[config.mk]
export PLATFORM = sky130hd
export DESIGN_NAME = linear_probe_hash_table
export DESIGN_NICKNAME = d
export VERILOG_FILES = /design/src/hdl/lpht_pkg.sv /design/src/hdl/lpht_ram.sv /design/src/hdl/linear_probe_hash_table.sv
export VERILOG_INCLUDE_DIRS = /design/src /design/src/hdl
export SDC_FILE = /design/constraint.sdc
export NUM_CORES = 2
export LEC_CHECK = 0
export ABC_AREA = 1
export BUFFER_PORTS_ARGS = -buffer_cell sky130_fd_sc_hd__buf_4
export CAP_MARGIN = 20
export CORE_MARGIN = 4
export CORE_UTILIZATION = 60
export CTS_CLUSTER_SIZE = 40
export DETAILED_ROUTE_END_ITERATION = 12
export PLACE_DENSITY = 0.85
export SETUP_SLACK_MARGIN = 0.4
export SLEW_MARGIN = 25
export SYNTH_ARGS = -nofsm -noshare
export SYNTH_HDL_FRONTEND = slang
export SYNTH_SLANG_ARGS = --single-unit
[constraint.sdc]
create_clock -name clk_i -period 6.2 [get_ports clk_i]
set_clock_uncertainty 0.05 [all_clocks]
set_input_delay 1.24 -clock clk_i [delete_from_list [all_inputs] [get_ports clk_i]]
set_output_delay 1.24 -clock clk_i [all_outputs]
set_load 0.01 [all_outputs]
[src/hdl/linear_probe_hash_table_assert.svh]
// ----------------------------------------------------------------------------
// linear_probe_hash_table_assert
// Assertion macros used by the hash table RTL.
// ----------------------------------------------------------------------------
`ifndef LINEAR_PROBE_HASH_TABLE_ASSERT_SVH
`define LINEAR_PROBE_HASH_TABLE_ASSERT_SVH

// property checked on every rising clock edge outside reset
`define LPHT_ASSERT(label, prop, msg) \
  label: assert property (@(posedge clk_i) disable iff (!rst_ni) (prop)) else $error(msg);

// implication checked on every rising clock edge outside reset
`define LPHT_ASSERT_IMP(label, ante, cons, msg) \
  label: assert property (@(posedge clk_i) disable iff (!rst_ni) (ante) |-> (cons)) \
    else $error(msg);

`endif

[src/hdl/lpht_pkg.sv]
`timescale 1ns / 1ps
`default_nettype none
// ----------------------------------------------------------------------------
// lpht_pkg
// Field widths, codes and the stored slot word of the hash table.
// ----------------------------------------------------------------------------
package lpht_pkg;

  // item field widths
  localparam int unsigned ACTION_W = 2;
  localparam int unsigned KEY_W    = 31;
  localparam int unsigned VALUE_W  = 32;
  localparam int unsigned STATUS_W = 2;
  localparam int unsigned SLOT_W   = 4;

  // request codes
  typedef enum logic [ACTION_W-1:0] {
    ACT_SEARCH = 2'd0,
    ACT_INSERT = 2'd1,
    ACT_DELETE = 2'd2
  } action_e;

  // result codes
  typedef enum logic [STATUS_W-1:0] {
    RES_OK      = 2'd0,
    RES_MISSING = 2'd1,
    RES_FULL    = 2'd2
  } result_e;

  // per-slot state
  typedef enum logic [1:0] {
    SLOT_EMPTY = 2'd0,
    SLOT_USED  = 2'd1,
    SLOT_TOMB  = 2'd2
  } slot_st_e;

  // one table entry as held in memory
  typedef struct packed {
    slot_st_e               st;
    logic [KEY_W-1:0]       key;
    logic [VALUE_W-1:0]     value;
  } slot_word_t;

endpackage
`default_nettype wire

[src/hdl/lpht_ram.sv]
`timescale 1ns / 1ps
`default_nettype none
// ----------------------------------------------------------------------------
// lpht_ram
// Generic single write port, single read port RAM with registered read.
// ----------------------------------------------------------------------------
module lpht_ram #(
  parameter int unsigned WIDTH = 8,
  parameter int unsigned DEPTH = 16
) (
  input  wire logic                     clk_i,
  input  wire logic                     we_i,
  input  wire logic [$clog2(DEPTH)-1:0] waddr_i,
  input  wire logic [WIDTH-1:0]         wdata_i,
  input  wire logic [$clog2(DEPTH)-1:0] raddr_i,
  output logic      [WIDTH-1:0]         rdata_o
);

  logic [WIDTH-1:0] mem_q [DEPTH];

  // write port
  always_ff @(posedge clk_i) begin
    if (we_i) begin
      mem_q[waddr_i] <= wdata_i;
    end
  end

  // registered read port
  always_ff @(posedge clk_i) begin
    rdata_o <= mem_q[raddr_i];
  end

endmodule
`default_nettype wire

[src/hdl/linear_probe_hash_table.sv]
`timescale 1ns / 1ps
`default_nettype none
// ----------------------------------------------------------------------------
// linear_probe_hash_table
// Open addressing hash table with linear probing and tombstones.
// ----------------------------------------------------------------------------
// Input channel: in_valid_i / in_stall_o carry one request item (action_i,
// key_i, value_i). Output channel: out_valid_o / out_stall_i carry one
// result item (status_o, found_value_o, slot_o) for every request.
// An item moves on a clock edge with valid high and stall low.
// The table sits in one RAM with a registered read. The accept
// cycle multiplies the key by the reciprocal of TABLE_SIZE, the next cycle
// forms key mod TABLE_SIZE and reads the home slot, then one probed slot
// is checked per cycle (1 to TABLE_SIZE probes, reads are streamed), and
// the result goes into the output register once that register is free or
// its result is taken. The next request is taken after that load. An
// unused action code skips the home read and the probes.
// One request is in work at a time; the output register lets a new
// request start while the previous result is still waiting.
// After reset a clearing pass marks all TABLE_SIZE slots empty, one per
// cycle; in_stall_o stays high during the pass.
// When the receiver stalls, a finished result waits inside until the
// output register frees up; the input stays stalled meanwhile.
// ----------------------------------------------------------------------------
module linear_probe_hash_table #(
  parameter int unsigned TABLE_SIZE = 16
) (
  input  wire logic                                clk_i,
  input  wire logic                                rst_ni,
  input  wire logic                                in_valid_i,
  output logic                                     in_stall_o,
  input  wire logic [lpht_pkg::ACTION_W-1:0]       action_i,
  input  wire logic [lpht_pkg::KEY_W-1:0]          key_i,
  input  wire logic signed [lpht_pkg::VALUE_W-1:0] value_i,
  output logic                                     out_valid_o,
  input  wire logic                                out_stall_i,
  output logic [lpht_pkg::STATUS_W-1:0]            status_o,
  output logic signed [lpht_pkg::VALUE_W-1:0]      found_value_o,
  output logic [lpht_pkg::SLOT_W-1:0]              slot_o
);

  import lpht_pkg::*;

`include "linear_probe_hash_table_assert.svh"

  localparam int unsigned IDX_W   = (TABLE_SIZE > 1) ? $clog2(TABLE_SIZE) : 1;
  localparam int unsigned WORD_W  = $bits(slot_word_t);
  localparam int unsigned PROD_W  = 2 * KEY_W + 1;
  localparam int unsigned HOME_SH = KEY_W + $clog2(TABLE_SIZE);

  localparam logic [IDX_W-1:0]  LAST_IDX  = IDX_W'(TABLE_SIZE - 1);
  // rounded-up reciprocal of TABLE_SIZE, exact quotient for every key
  localparam logic [KEY_W:0]    RECIP     = (KEY_W + 1)'(
    ((64'd1 << HOME_SH) + 64'(TABLE_SIZE) - 64'd1) / 64'(TABLE_SIZE));

  typedef enum logic [2:0] {
    S_CLEAR,
    S_IDLE,
    S_HOME,
    S_PROBE,
    S_DONE
  } state_e;

  state_e                state_q;
  logic [IDX_W-1:0]      clr_idx_q;
  action_e               act_q;
  logic [KEY_W-1:0]      key_q;
  logic [VALUE_W-1:0]    val_q;
  logic [PROD_W-1:0]     prod_q;
  logic [KEY_W-1:0]      quo;
  logic [KEY_W-1:0]      rem_full;
  logic [IDX_W-1:0]      rem_d;
  logic [IDX_W-1:0]      chk_idx_q;
  logic [IDX_W-1:0]      nxt_idx;
  logic [IDX_W-1:0]      n_q;
  result_e               res_st_q;
  logic [VALUE_W-1:0]    res_val_q;
  logic [IDX_W-1:0]      res_slot_q;
  logic                  out_valid_q;
  logic                  out_load;
  result_e               out_st_q;
  logic [VALUE_W-1:0]    out_val_q;
  logic [IDX_W-1:0]      out_idx_q;
  logic [IDX_W+SLOT_W-1:0] slot_ext;

  logic                  ram_we;
  logic [IDX_W-1:0]      ram_waddr;
  slot_word_t            ram_wdata;
  logic [IDX_W-1:0]      ram_raddr;
  logic [WORD_W-1:0]     ram_rdata;
  slot_word_t            rd_word;

  logic                  fin;
  result_e               fin_st;
  logic [VALUE_W-1:0]    fin_val;
  logic [IDX_W-1:0]      fin_slot;
  logic                  pr_we;
  slot_word_t            pr_wdata;
  logic                  in_acc;

  // table memory
  lpht_ram #(
    .WIDTH (WORD_W),
    .DEPTH (1 << IDX_W)
  ) u_ram (
    .clk_i   (clk_i),
    .we_i    (ram_we),
    .waddr_i (ram_waddr),
    .wdata_i (ram_wdata),
    .raddr_i (ram_raddr),
    .rdata_o (ram_rdata)
  );

  assign rd_word = slot_word_t'(ram_rdata);
  assign in_acc  = in_valid_i && (state_q == S_IDLE);

  // home slot: key minus quotient times TABLE_SIZE
  assign quo      = KEY_W'(prod_q >> HOME_SH);
  assign rem_full = key_q - quo * KEY_W'(TABLE_SIZE);
  assign rem_d    = rem_full[IDX_W-1:0];

  // probe index with wrap-around
  assign nxt_idx = (chk_idx_q == LAST_IDX) ? '0 : chk_idx_q + IDX_W'(1);

  // probe decision on the slot whose read data is back
  always_comb begin
    fin      = 1'b0;
    fin_st   = RES_MISSING;
    fin_val  = '0;
    fin_slot = '0;
    pr_we    = 1'b0;
    pr_wdata = rd_word;
    case (act_q)
      ACT_INSERT: begin
        if (rd_word.st != SLOT_USED) begin
          fin            = 1'b1;
          fin_st         = RES_OK;
          fin_slot       = chk_idx_q;
          pr_we          = 1'b1;
          pr_wdata.st    = SLOT_USED;
          pr_wdata.key   = key_q;
          pr_wdata.value = val_q;
        end else if (n_q == LAST_IDX) begin
          fin    = 1'b1;
          fin_st = RES_FULL;
        end
      end
      ACT_SEARCH, ACT_DELETE: begin
        if (rd_word.st == SLOT_EMPTY) begin
          fin    = 1'b1;
          fin_st = RES_MISSING;
        end else if (rd_word.st == SLOT_USED && rd_word.key == key_q) begin
          fin      = 1'b1;
          fin_st   = RES_OK;
          fin_val  = rd_word.value;
          fin_slot = chk_idx_q;
          if (act_q == ACT_DELETE) begin
            pr_we       = 1'b1;
            pr_wdata.st = SLOT_TOMB;
          end
        end else if (n_q == LAST_IDX) begin
          fin    = 1'b1;
          fin_st = RES_MISSING;
        end
      end
      default: begin
        fin    = 1'b1;
        fin_st = RES_MISSING;
      end
    endcase
  end

  // memory port control
  always_comb begin
    ram_we    = 1'b0;
    ram_waddr = chk_idx_q;
    ram_wdata = pr_wdata;
    case (state_q)
      S_CLEAR: begin
        ram_we    = 1'b1;
        ram_waddr = clr_idx_q;
        ram_wdata = '0;
      end
      S_PROBE: begin
        ram_we = pr_we;
      end
      default: begin
        ram_we = 1'b0;
      end
    endcase
    case (state_q)
      S_HOME:  ram_raddr = rem_d;
      S_PROBE: ram_raddr = nxt_idx;
      default: ram_raddr = chk_idx_q;
    endcase
  end

  // output register takes a finished result when it is free or drained
  assign out_load = (state_q == S_DONE) && (!out_valid_q || !out_stall_i);

  // sequencer and output register
  always_ff @(posedge clk_i or negedge rst_ni) begin
    if (!rst_ni) begin
      state_q     <= S_CLEAR;
      clr_idx_q   <= '0;
      act_q       <= ACT_SEARCH;
      key_q       <= '0;
      val_q       <= '0;
      prod_q      <= '0;
      chk_idx_q   <= '0;
      n_q         <= '0;
      res_st_q    <= RES_MISSING;
      res_val_q   <= '0;
      res_slot_q  <= '0;
      out_valid_q <= 1'b0;
      out_st_q    <= RES_OK;
      out_val_q   <= '0;
      out_idx_q   <= '0;
    end else begin
      // new result shown, or receiver takes the waiting one
      if (out_load) begin
        out_valid_q <= 1'b1;
      end else if (!out_stall_i) begin
        out_valid_q <= 1'b0;
      end
      case (state_q)
        S_CLEAR: begin
          clr_idx_q <= clr_idx_q + IDX_W'(1);
          if (clr_idx_q == LAST_IDX) begin
            state_q <= S_IDLE;
          end
        end
        S_IDLE: begin
          if (in_acc) begin
            act_q  <= action_e'(action_i);
            key_q  <= key_i;
            val_q  <= value_i;
            prod_q <= PROD_W'(key_i) * PROD_W'(RECIP);
            if (action_i == ACT_SEARCH || action_i == ACT_INSERT ||
                action_i == ACT_DELETE) begin
              state_q <= S_HOME;
            end else begin
              res_st_q   <= RES_MISSING;
              res_val_q  <= '0;
              res_slot_q <= '0;
              state_q    <= S_DONE;
            end
          end
        end
        S_HOME: begin
          chk_idx_q <= rem_d;
          n_q       <= '0;
          state_q   <= S_PROBE;
        end
        S_PROBE: begin
          if (fin) begin
            res_st_q   <= fin_st;
            res_val_q  <= fin_val;
            res_slot_q <= fin_slot;
            state_q    <= S_DONE;
          end else begin
            chk_idx_q <= nxt_idx;
            n_q       <= n_q + IDX_W'(1);
          end
        end
        S_DONE: begin
          if (out_load) begin
            out_st_q  <= res_st_q;
            out_val_q <= res_val_q;
            out_idx_q <= res_slot_q;
            state_q   <= S_IDLE;
          end
        end
        default: begin
          state_q <= S_IDLE;
        end
      endcase
    end
  end

  // outputs
  assign slot_ext      = {SLOT_W'(0), out_idx_q};
  assign in_stall_o    = (state_q != S_IDLE);
  assign out_valid_o   = out_valid_q;
  assign status_o      = out_st_q;
  assign found_value_o = out_val_q;
  assign slot_o        = slot_ext[SLOT_W-1:0];

  // checks
  `LPHT_ASSERT_IMP(a_we_state, ram_we, (state_q == S_CLEAR || state_q == S_PROBE),
    "table written outside clearing or probing")
  `LPHT_ASSERT_IMP(a_probe_wr_used, ram_we && state_q == S_PROBE,
    ram_wdata.st != SLOT_EMPTY, "probe write leaves slot empty")
  `LPHT_ASSERT_IMP(a_out_from_done, $rose(out_valid_o), $past(state_q) == S_DONE,
    "result shown without finished request")
  `LPHT_ASSERT_IMP(a_fail_zero, out_valid_o && status_o != RES_OK,
    (found_value_o == '0 && slot_o == '0), "failed request carries data")

endmodule
`default_nettype wire

# --- Word-level counts from Yosys, hierarchy flattened ---
# Memories as Yosys holds them, arrays and structs flattened. A register that Yosys moved wholly into a read port is not among the register bits.
# Index checks and enable logic that the tools add are counted.
totals:
  ff_bits: 157
  ram_bits: 1040
  elab_cells: 120
  rom_bits: 0
  inputBits: 69
  memories: 1
  latchBits: 0
  out_inout_bits: 40
memory_table:
  columns: ["name", "depth", "word_bits", "read_ports", "rd_clocked_by_memory_dff", "wr", "line", "source"]
  rows:
  - ["u_ram.mem_q", 16, 65, 1, 1, 1, "lpht_ram.sv:19", "logic [WIDTH-1:0] mem_q [DEPTH];"]
classes:
  bitwise: 0
  mul: 0
  reduce_logical: 20
  eq_ne: 22
  n_mux: 59
  add_sub_neg: 4
  div_mod_pow: 0
  n_lt_le_gt_ge: 0
  n_shift: 0
ops:
  columns: ["cell", "count"]
  rows:
  - ["$mux 32", 6]
  - ["$mux 65", 2]
  - ["$pmux 32 s2", 1]
  - ["$mux 63", 1]
  - ["$mux 4", 10]
  - ["$pmux 4 s2", 5]
  - ["$eq 31x31->1", 1]
  - ["$mux 2", 8]
  - ["$mux 3", 5]
  - ["$pmux 3 s5", 1]
  - ["$mux 1", 14]
  - ["$add 4x1->4 const B", 3]
  - ["$eq 4x4->1 const B", 3]
  - ["$ne 2x2->1 const B", 6]
  - ["$pmux 2 s2", 3]
  - ["$reduce_and 4->1", 2]
  - ["$eq 2x1->1 const B", 3]
  - ["$eq 3x2->1 const B", 2]
  - ["$logic_not 2->1", 3]
  - ["$pmux 1 s2", 3]
  - ["$reduce_and 2->1", 3]
  - ["$eq 2x2->1 const B", 2]
  - ["$ne 2x1->1 const B", 2]
  - ["$reduce_bool 2->1", 2]
  - ["other kinds (9)", 14]

# --- Depth between registers and ports, before layout ---
logic_depth:
  depth_word: 8
  ltp_mapped: 17
  depth_no_buf: 15

# --- Modules after synthesis ---
# Synthesis repeated with hierarchy kept, for this count alone.
unflattened:
  cells_unflattened: 5212
  hier_area_um2: 53776.6
by_module_without_submodules:
  columns: ["mod", "area_each_um2", "seq_area_each_um2", "cells_each", "n_inst"]
  rows:
  - ["lpht_ram", 45932.8, 32531.2, 4276, 1]
  - ["linear_probe_hash_table", 7843.8, 3930.0, 936, 1]

# --- Least setup slack after synthesis ---
# OpenSTA, ideal clock, no wires.
synth_path:
  kind: "reg2reg"
  start: "register state_q[1]"
  end: "memory u_ram.mem_q[0][0] (netlist name) (enable)"
  setup_ns: 0.488
  stages_incl_launch_ff: 10
  required_time_ns: 5.662
  synth_period_minus_slack_ns: 4.770
  path_buffers: 1
  slack_ns: 1.430
  t_arrival_ns: 4.232
  path_cell_list: "dfrtp_1 nor2_1 nand2_1 clkbuf_1 inv_1 o21ai_0 nand2_1 inv_1 nand2_1 nor2_1"
synth_between:
  elab_chain_len: 4
  elab_cells_between_ends: 6
  classes_between: "1 x eq/ne; 4 x mux; 1 x reduce/logical"
synth_lines:
  columns: ["element", "line", "source"]
  rows:
  - ["start: declaration", "linear_probe_hash_table.sv:64", "state_e state_q;"]
  - ["start signal: assignment", "linear_probe_hash_table.sv:204", "state_q <= S_CLEAR;"]
  - ["start signal: assignment", "linear_probe_hash_table.sv:230", "state_q <= S_IDLE;"]
  - ["start signal: assignment", "linear_probe_hash_table.sv:241", "state_q <= S_HOME;"]
  - ["$eq 3x2->1 or $logic_not 3->1 (tied branches)", "linear_probe_hash_table.sv:178", "case (state_q)"]
  - ["$pmux 1 s2", "linear_probe_hash_table.sv:178", null]
  - ["$mux 1", "lpht_ram.sv:23", "if (we_i) begin"]
  - ["$mux 1 (not written as such)", "lpht_ram.sv:24", "mem_q[waddr_i] <= wdata_i;"]
  - ["end: declaration", "lpht_ram.sv:19", null]
# Parallel ways exist; a longest one is shown, timed or not.

# --- Final worst setup path ---
layout_path:
  start: "register state_q[1]"
  end: "memory u_ram.mem_q[14][41] (netlist name) (enable)"
# Same word-level chain as after synthesis.

==> flow_summary.toml <==
[routing]
wl_mm = 132.0
dr.first_iter.drc_count = 5270
antenna_left = 0
via_per_inst = 6.206
dr.pass1.iters = 6
vias = 35150
drt_drc_violations_left = 0
route.detailed.wl_per_inst_um = 23.30

[timing]
achievable-frequency_mhz = 242.8
fin_setup_tns_ns = 0
finalWorstSetupSlack_ns = 2.081
final_setup_viols = 0
timing_max_transition_violations_final = 0
layout_min_cycle_time_ns = 4.119
unrepaired_setup_endpoints_after_global_routing = "no"
worst-slew-pin-transition_ns = 1.109
timing.final.crit_share = 0.6644
max_slew_margin = 0.2579
finalHoldViolations = 0

[placed_design]
numPortBuffers = 108
detailed_place.area_um2 = 53850
gp_congestion = 0.8810
placed_cells_incl_taps = 5440
place_ws_ns = 2.120
dp_hpwl_mm = 71.57

[clocking]
cts.root.buffer_cell = "sky130_fd_sc_hd__clkbuf_16"
post_cts_repair_resize_count = 0
tritoncts = "yes"
max-clock-path-buffers = 3
cts_htree_levels = 3
cts-hold-fix-buffers = 0
clkLatencyLatePin_ns = 0.71
cts_post_setup_buffers_inserted = 0
cts.sink_count = 1262
clkTransAtPathRegs_ns = 0.07
cts_buffers = 117

[logic_synthesis]
synth-seq-area-share = 0.7034
share_of_synthesized_registers_carrying_an_async_set_or_reset = 0.1244
synthCells = 4385
postSynthAreaPerCell_um2 = 11.82
postSynthRegisterBits = 1262
mappedNetlistArea_um2 = 51830
ys_types = 34
synth.yosys.warnings = 0
area_fraction_of_the_dominant_cell_type_after_synthesis = 0.6025
post_synth_main_area_contributors = "sky130_fd_sc_hd__edfxtp_1 (60%), sky130_fd_sc_hd__o211ai_1 (7.6%), sky130_fd_sc_hd__dfrtp_1 (7.5%), sky130_fd_sc_hd__nand2_1 (6.1%), sky130_fd_sc_hd__inv_1 (4.5%)"
number_of_flops_mapped_to_enable_cells_by_yosys = 1040
leading_area_contributor_after_synthesis = "sky130_fd_sc_hd__edfxtp_1"
yosys_most_used_dff = "sky130_fd_sc_hd__edfxtp_1"
syn_nets = 4457

[power_and_ir_drop]
p_total_mw = 33.12
leakagePower_nw = 22.81
power_density_nw_per_um2 = 572.7
power.ir.vdd_worst_v = 0.0006687

[floorplanning]
die-area_um2 = 91150
core.rowCount = 107
boundaryPins = 109
fp.dieW_um = 301.9
initial_util = 0.6068
floorplan.core_area_um2 = 85410
die_height_um = 301.9

[global_route]
grt_max_degree = 180
grt_first_pass_wirelength_mm = 200.3
first_global_vias = 35060
grt_use_total = 0.2867
number_of_antenna_violations_at_the_first_check_in_global_routing = 1
globalRouteOverflowTotal = 0

[final_layout]
number_of_fill_cells = 5428
synthToLayoutAreaGrowth_pct = 11.58
final_cell_count_no_fill = 5664
num_antenna_cells = 0
stdcell_area_um2 = 57830
num-nets-final = 4489
final_layout_size_suffix_gt1_frac = 0.1131

[setup_path]
worstSetupStartpointType = "flip-flop"
worst_setup_path_end_kind = "flip-flop"
setup.reg_to_reg.worst_slack_ns = 2.08
arrival_ns = 4.44
worstPathRequired_ns = 6.52
reg2reg_depth = 9
worst-setup-path-type = "flip-flop to flip-flop"
regToRegStartpoint = "state_q[1]"
timing.rr.end = "u_ram.mem_q[14][41]"
worst-path-max-fanout = 75

[worst_hold_path]
timing.hold.worst.class = "input pin to async pin"

[outcome]
run_status = "completed"

[run]
maxCapViolCount = 0
-- logic make-up (layout without fill, tap and decap cells) --
kind of cell,count (synthesis),after routing,synth area share
simple gates,1478,1478,0.1201
mux,75,75,0.01629
xor+xnor,10,10,0.001690
buf+inv,888,1023,0.06732
fa+ha+maj,3,3,0.0007243
flops,1262,1262,0.7034
compound gates,669,669,0.09043
-- final cells by class --
class	instances	area, um^2	area share
Sequential cell	1262	36460	0.6304
Multi-Input combinational cell	2235	12210	0.2110
Clock buffer	155	3213	0.05556
Inverter	625	2361	0.04082
Timing Repair Buffer	176	1529	0.02644
Tap cell	1144	1431	0.02475
Clock inverter	67	633.1	0.01095
-- where the power goes --
part           switching, mW  leakage (nW)  internal (mW)
clock network           3.14          1.88           4.03
registers              0.524          12.0           12.3
logic                   9.85          8.93           3.30
-- layer usage --
metal	global-route usage	wire length, um	up-vias
met2	0.4618	62810	2439
met3	0.05699	15450	437
met4	0.1440	6366	2
met1	0.3766	47340	16850
li1	-	-	15420
met5	0	13	-
-- cells in the final DEF (no fill, tap or decap), types with 4 or more instances in the layout --
cell type and instances:
sky130_fd_sc_hd__clkbuf_8 10, sky130_fd_sc_hd__nor2_2 29, sky130_fd_sc_hd__xnor2_1 6, sky130_fd_sc_hd__buf_4 157
sky130_fd_sc_hd__edfxtp_1 1040, sky130_fd_sc_hd__buf_12 14, sky130_fd_sc_hd__xor2_1 4, sky130_fd_sc_hd__inv_2 7
sky130_fd_sc_hd__nand2_1 836, sky130_fd_sc_hd__clkinv_1 20, sky130_fd_sc_hd__a21oi_1 50, sky130_fd_sc_hd__nand3_1 412
sky130_fd_sc_hd__clkbuf_1 26, sky130_fd_sc_hd__a21oi_2 11, sky130_fd_sc_hd__clkinv_2 25, sky130_fd_sc_hd__bufinv_16 9
sky130_fd_sc_hd__clkbuf_16 119, sky130_fd_sc_hd__dfxtp_1 65, sky130_fd_sc_hd__nand4_1 44, sky130_fd_sc_hd__clkinvlp_4 5
sky130_fd_sc_hd__nor3_1 4, sky130_fd_sc_hd__o211ai_1 522, sky130_fd_sc_hd__inv_1 615, sky130_fd_sc_hd__and2_1 8
sky130_fd_sc_hd__nor2_1 116, sky130_fd_sc_hd__nor2_4 20, sky130_fd_sc_hd__dfrtp_1 156, sky130_fd_sc_hd__o21ai_0 76
sky130_fd_sc_hd__mux2_2 75
-- state kept, by name, indices dropped and copies added (netlist names), 3 cells and up --
name and count:
clr_idx_q 4, state_q 3, chk_idx_q 4, n_q 4, u_ram.rdata_o 65, slot_o 4, prod_q 31, val_q 32
res_val_q 32, u_ram.mem_q 1040, res_slot_q 4, found_value_o 32
-- worst max-delay path by stage --
| stage | startpoint | endpoint | slack (ns) | cells after the start |
|---|---|---|---|---|
| 2_1_floorplan | state_q[1] | u_ram.mem_q[0][0] | 1.43 | 9 |
| 3_3_place_gp | state_q[1] | u_ram.mem_q[15][47] | 2.05 | 6 |
| 3_5_place_dp | state_q[1] | u_ram.mem_q[14][47] | 2.12 | 9 |
| 4_1_cts | state_q[1] | u_ram.mem_q[14][32] | 2.10 | 9 |
| 5_1_grt | state_q[1] | u_ram.mem_q[13][55] | 1.93 | 8 |
| 6_report | state_q[1] | u_ram.mem_q[14][41] | 2.08 | 9 |
-- per-stage QoR --
stage	util	hold slack (ns)
floorplan	-	0.3880
global placement	0.6300	0.4046
detailed placement	0.6305	0.4091
CTS	0.6755	0.4235
global route	0.6771	0.3739
finish	0.6771	0.3610
-- cells in the mapped netlist, types with 2 or more instances --
| master | instances |
|---|---|
| sky130_fd_sc_hd__nand2_1 | 838 |
| sky130_fd_sc_hd__clkbuf_1 | 130 |
| sky130_fd_sc_hd__inv_2 | 7 |
| sky130_fd_sc_hd__o31ai_1 | 2 |
| sky130_fd_sc_hd__nor2_2 | 2 |
| sky130_fd_sc_hd__xor2_1 | 4 |
| sky130_fd_sc_hd__ha_1 | 3 |
| sky130_fd_sc_hd__nand4_1 | 44 |
| sky130_fd_sc_hd__nor2_1 | 162 |
| sky130_fd_sc_hd__xnor2_1 | 6 |
| sky130_fd_sc_hd__nor3_1 | 4 |
| sky130_fd_sc_hd__inv_1 | 618 |
| sky130_fd_sc_hd__buf_6 | 3 |
| sky130_fd_sc_hd__nand3_1 | 415 |
| sky130_fd_sc_hd__dfxtp_1 | 65 |
| sky130_fd_sc_hd__a21oi_1 | 61 |
| sky130_fd_sc_hd__mux2_2 | 75 |
| sky130_fd_sc_hd__o211ai_1 | 522 |
| sky130_fd_sc_hd__and2_1 | 8 |
| sky130_fd_sc_hd__o21ai_0 | 77 |
| sky130_fd_sc_hd__buf_1 | 23 |
| sky130_fd_sc_hd__nand2_2 | 3 |
| sky130_fd_sc_hd__dfrtp_1 | 156 |
| sky130_fd_sc_hd__o21bai_1 | 2 |
| sky130_fd_sc_hd__buf_2 | 107 |
| sky130_fd_sc_hd__edfxtp_1 | 1040 |
-- critical path, cell delays in order, from the launching register on --
cell and delay [ns]:
sky130_fd_sc_hd__dfrtp_1 0.44, sky130_fd_sc_hd__nor2_1 0.32, sky130_fd_sc_hd__nand2_4 0.60, sky130_fd_sc_hd__or2_2 0.54, sky130_fd_sc_hd__o21ai_0 0.20, sky130_fd_sc_hd__nand2_1 0.19
sky130_fd_sc_hd__inv_1 0.13, sky130_fd_sc_hd__nand2_1 0.11, sky130_fd_sc_hd__nor2_4 0.75, sky130_fd_sc_hd__buf_12 0.38
Power figures use the tool's default switching activity.
